[src/rtl/dfre_ram.sv]
// generic single-write, single-read ram with registered read data
module dfre_ram #(
	parameter int WIDTH = 24,
	parameter int DEPTH = 32
) (
	input  logic                     clk,
	input  logic                     we,
	input  logic [$clog2(DEPTH)-1:0] waddr,
	input  logic [WIDTH-1:0]         wdata,
	input  logic                     re,
	input  logic [$clog2(DEPTH)-1:0] raddr,
	output logic [WIDTH-1:0]         rdata
);

	logic [WIDTH-1:0] mem [DEPTH];
	logic [WIDTH-1:0] rdata_q;

	always_ff @(posedge clk) begin
		if (we) begin
			mem[waddr] <= wdata;
		end
		if (re) begin
			rdata_q <= mem[raddr];
		end
	end

	assign rdata = rdata_q;

endmodule

[config.mk]
export PLATFORM = sky130hd
export DESIGN_NAME = dfre_ram
export DESIGN_NICKNAME = d
export VERILOG_FILES = /design/src/rtl/dfre_ram.sv
export SDC_FILE = /design/constraint.sdc
export NUM_CORES = 1
export LEC_CHECK = 0
export BUFFER_PORTS_ARGS = -buffer_cell sky130_fd_sc_hd__buf_4
export CORE_MARGIN = 4
export CORE_UTILIZATION = 55
export DETAILED_ROUTE_END_ITERATION = 10
export HOLD_SLACK_MARGIN = 0.1
export PLACE_DENSITY = 0.68
export SYNTH_ARGS = -nofsm -noshare
export SYNTH_HDL_FRONTEND = slang
export SYNTH_SLANG_ARGS = --single-unit
[constraint.sdc]
create_clock -name clk -period 5.22 [get_ports clk]
set_clock_uncertainty 0.2 [all_clocks]
set_input_delay 0.783 -clock clk [delete_from_list [all_inputs] [get_ports clk]]
set_output_delay 0.783 -clock clk [all_outputs]
set_load 0.05 [all_outputs]
==> results of run 1 <==
## power breakdown
group / total [mW] / internal [mW] / switching, mW
registers: 7.13 / 7.10 / 0.0286
logic: 0.722 / 0.227 / 0.495
clock network: 5.18 / 3.01 / 2.17
total: 13.0 / 10.3 / 2.70
## flip-flops by register name (all words and copies together) (netlist names)
name	count
mem	768
rdata	24
## kinds of logic after synthesis
kind of cell | after synthesis | synth area share [%]
AOI/OAI and AO/OA | 216 | 4.79
buffers and inverters | 98 | 2.02
DFF | 792 | 77.4
muxes | 384 | 12.5
and+or+nand+nor | 221 | 3.27
## metal layers
layer	track usage [%]	up-vias	wire length, µm
met2	36.9	630	32900
met3	5.05	98	6060
met1	32.9	8165	28900
met5	0	-	0
li1	-	6983	-
met4	6.35	0	1410
## cell type report
class	instances	area share, %
Sequential cell	792	69.1
Clock buffer	102	6.12
Timing Repair Buffer	111	2.73
Tap cell	748	2.72
Multi-Input combinational cell	821	18.7
Clock inverter	30	0.658
## cells in the final DEF, fill, tap and decap left out, types with 19 or more instances in the layout
cell type and instances:
edfxtp_1 792, mux2i_1 384, buf_4 102, clkbuf_16 81, nand2_1 74, nand3_1 74, a22oi_1 72, a21oi_1 72
a22o_1 48, nor2_2 32, nor3_1 24, a31oi_1 24, clkbuf_1 21, clkinv_1 19
## worst register-to-register path: stages, from the launching register on
cell and delay [ps]:
edfxtp_1 360, mux2i_1 160, a22o_1 160, nor3_1 60
a31oi_1 500, nand3_1 170
## how the worst max path moves through the flow
stage             start    endpoint  slack [ps]  cells after the start
6_report       raddr[2]    rdata[1]        2160                      6
5_1_grt        raddr[2]    rdata[1]        2170                      6
4_1_cts        raddr[2]    rdata[1]        2260                      6
3_5_place_dp   raddr[2]    rdata[1]        1620                      6
3_3_place_gp   raddr[2]    rdata[1]        1640                      6
2_1_floorplan  waddr[1]  mem[12][0]        2150                      3
## stage by stage
| stage | total power [mW] | util [%] | std cells | setup WS, ps |
|---|---|---|---|---|
| after floorplan | 7.69 | - | 1711 | 2150 |
| after global placement | 7.97 | 58.1 | 2472 | 1640 |
| after detailed placement | 7.98 | 58.1 | 2472 | 1620 |
| after CTS | 13.1 | 62.3 | 2604 | 2260 |
| after global routing | 13.5 | 62.3 | 2604 | 2170 |
| final | 13.0 | 62.3 | 2604 | 2160 |
==> flow_summary.toml, run 1 <==
[cells_and_area]
seq_area_um2 = 23800
area_growth_pct = 12.0
fin_nets = 1839
n_antenna_cell = 0
drive_above_1_share_pct = 13.0
fin_area_um2 = 34400
multi_input_area_um2 = 6420
fillCellCount = 3858

[critical_path]
crit_type = "input pin to register"
r2r-start = "mem[7][14]"
rrSetupSlack_ps = 3330
path_buf_inv = 2
end_kind = "register"
cp.required_ps = 5340
cp_common_cell = "buf_4"
cp_slowest_stage_delay_ps = 880
r2r-end = "rdata[14]"
cp_cell_sequence = "buf_4 > and2_4 > buf_4 > a21oi_1 > a31oi_1 > nand3_1"
cpMaxStageDelayCell = "and2_4"
r2r_cells = 5
crit_family = "simple AND/OR/NAND/NOR gates"
critPathMaxFanout = 68
startpoint_type = "input pin"
critPathArrivalTime_ps = 3180

[timing]
hold_slack_ps = 397
setup_viol = 0
finalCritPeriodShare_pct = 58.5
final_max_slew_viol_count = 0
setup_tns_ps = 0
timing_hold_violations_final = 0
slew_headroom_pct = 24.5
rsz0062_at_grt = "false"
worst_pin_slew_ps = 1130
min_period_ps = 3060
max_freq_mhz = 327

[clock_tree]
clkTransAtPathRegs_ps = 60
cts_setup_buffers = 0
cts_buffers = 76
cts-root-buf = "clkbuf_16"
htree_levels = 3
clk_latency_ps = 600
ctsHoldBuffers = 0
clk_path_buf_depth = 3
cts_tree = "done"
postCtsResizedCells = 0
cts_sinks = 792

[logic_synthesis]
synthArstFlopShare_pct = 0
ys_warn_count = 0
ys_types = 23
synth_seq_area_share_pct = 77.4
synth_area_um2 = 30700
syn_inst = 1711
syn_avg_cell_area_um2 = 18.0
synth.most_common_cell = "edfxtp_1"
yosysTopAreaCellShare_pct = 77.4
synth_area_leader_cell = "edfxtp_1"
synth_flop_cell = "edfxtp_1"
synth_seq_cells = 792
syn_nets = 1748
synth_common_cells = "edfxtp_1, mux2i_1, nand2_1, nand3_1"
synth_edf_count = 792
synth.area.top_cells = "edfxtp_1, mux2i_1, a22oi_1"

[floorplanning]
top_level_ports = 61
die_h_um = 244
num_rows = 86
start_util_pct = 55.7
core-area_um2 = 55200
die_w_um = 244
dieArea_um2 = 59700

[global_route]
grt_remaining_overflow = 0
grt_first_pass_wirelength_um = 102000
grt_pass1_vias = 15786
grt_max_degree = 97
track_usage_pct = 23.2
antenna_found_initial = 0

[run_status]
status = "finished, final reports clean"

[placed_design]
place.gp.congestion = 0.821
numPortBuffers = 60
dp_hpwl_um = 36400
dpl_cell_area_um2 = 32100

[detailed_routing]
drc = 0
via_count = 15876
drt_wl_total_um = 69300
avgRoutedWirePerCell_um = 26.6
via_per_inst = 6.10
drtPass1Iterations = 5
antenna_left = 0
drtIter0Drc = 1550

[power]
irDropWorstVdd_mv = 0.229
p_leak_nw = 12.0
powerDensity_nw_per_um2 = 379

[hold_path]
hold_start = "wdata[3]"
hp-class = "input pin to register"
holdPathStages = 1
whs_endpoint = "mem[2][3]"

[run]
cap_violations = 0
(Power assumes the default switching activity.)
==> run 2, diff against run 1 <==
Settings changed: PLACE_DENSITY 0.68 to 0.71.
Clock period 5.22 ns to 2.8 ns, I/O delays scaled along.
==> run 2 against run 1 <==
- critical path depth up 1
- routed wire length down 2.3%
- global-route usage down 0.51 points
- utilization up 1.9 points
- via count up 1.1%
- die area unchanged
- critical path type unchanged
==> flow_summary.toml, run 2 (synthesized netlist as in run 1, its figures left out) <==
[critical_path]
r2r_cells = 5
end_kind = "register"
critPathLaunch = "raddr[0]"
r2r-end = "rdata[13]"
cpMaxStageDelayCell = "a31oi_1"
cp_cell_sequence = "buf_8 > buf_12 > mux2i_1 > a22o_1 > nor3_1 > a31oi_1 > nand3_1"
critPathArrivalTime_ps = 2090
critPathMaxFanout = 47
r2r-start = "mem[7][13]"
crit_type = "input pin to register"
rrSetupSlack_ps = 960
cp.required_ps = 2920
cp_slowest_stage_delay_ps = 410
startpoint_type = "input pin"
crit_end = "rdata[6]"

[power]
irDropWorstVdd_mv = 0.447
powerDensity_nw_per_um2 = 688
power_mw = 24.4
p_leak_nw = 12.4

[cells_and_area]
postLayoutCoreUtil_pct = 64.2
final_cell_mix = "edfxtp_1, mux2i_1, buf_4"
drive_above_1_share_pct = 15.3
fillCellCount = 3688
fin_nets = 1907
area_growth_pct = 15.3
mostFrequentLayoutCell = "edfxtp_1"
largest_register_ffs = 768
top_register = "mem"

[floorplanning]
num_rows = 86
start_util_pct = 55.7
top_level_ports = 61
die_w_um = 244
dieArea_um2 = 59700
die_h_um = 244
core-area_um2 = 55200

[timing]
final_max_slew_viol_count = 0
worst_pin_slew_ps = 613
min_period_ps = 1970
max_freq_mhz = 508
setup_viol = 0
timing_hold_violations_final = 0
rsz0062_at_grt = "false"
slew_headroom_pct = 58.8
setup_tns_ps = 0
finalCritPeriodShare_pct = 70.3

[global_route]
grt_pass1_vias = 15978
grt_remaining_overflow = 0
grtUsageMet2_pct = 37.1
grt_first_pass_wirelength_um = 101000
grt_util_met1_pct = 31.8
track_usage_pct = 22.7
busiest_layer = "met2"
grt_use_met3_pct = 3.64
grt_max_degree = 49
antenna_found_initial = 1

[run_status]
status = "finished, final reports clean"

[detailed_routing]
via_count = 16047
drc = 0
via_per_inst = 5.99
drtIter0Drc = 1613
drtPass1Iterations = 5
avgRoutedWirePerCell_um = 25.3
antenna_left = 0
drt_wl_total_um = 67700

[placed_design]
numPortBuffers = 60
place.gp.congestion = 0.795
dp_hpwl_um = 37800

[clock_tree]
ctsHoldBuffers = 25
clkTransAtPathRegs_ps = 60
cts_sinks = 792
clk_latency_ps = 610
htree_levels = 3
clk_path_buf_depth = 3
postCtsResizedCells = 0
cts_tree = "done"
cts_buffers = 75
cts-root-buf = "clkbuf_16"
cts_setup_buffers = 0

[hold_path]
holdPathStages = 3
hp-class = "input pin to register"
hold_start = "waddr[3]"

[run]
cap_violations = 0
## run 2: metal layers
layer / part of all wire, % / vias to the layer above
met3: 7.9 / 115
li1: - / 7125
met5: 0 / -
met1: 41 / 8143
met2: 49 / 664
met4: 2.5 / 0
## run 2: per-stage QoR
| step | std cells | hold slack (ps) | worst slack, ps | instance area [µm²] |
|---|---|---|---|---|
| floorplan | 1711 | 319 | 93.0 | 30700 |
| global route | 2677 | 293 | 742 | 35400 |
| finish | 2677 | 268 | 833 | 35400 |
| CTS | 2676 | 239 | 831 | 35400 |
| global placement | 2516 | 455 | 273 | 32900 |
| detailed placement | 2516 | 461 | 241 | 32900 |
## run 2: where the power goes
| group | total [mW] | switching, mW | internal, mW |
|---|---|---|---|
| sequential | 13.3 | 0.0540 | 13.2 |
| clock | 9.67 | 4.15 | 5.52 |
| combinational | 1.45 | 0.933 | 0.515 |
| total | 24.4 | 5.14 | 19.3 |
## run 2: area by class of cell
type,count,area (µm²),area share [%]
clock inverter,40,298,0.840
timing repair buffer,180,1960,5.53
tap,748,936,2.64
multi-input combinational,821,6420,18.1
antenna,1,2.50,0.00706
sequential,792,23800,67.1
clock buffer,95,2040,5.75
## run 2: critical path: cells and delay by family
family | cells | cell delay (ps)
buffers and inverters | 2 | 580
AO/OA/AOI/OAI | 2 | 570
multiplexers | 1 | 260
AND/OR/NAND/NOR | 2 | 220
## run 2: how the worst min path moves through the flow
stage / to / slack [ps]
global placement: rdata[2] / 450
CTS: mem[30][8] / 240
detailed placement: rdata[9] / 460
finish: mem[30][8] / 270
global route: mem[30][8] / 290
floorplan: mem[0][0] / 320
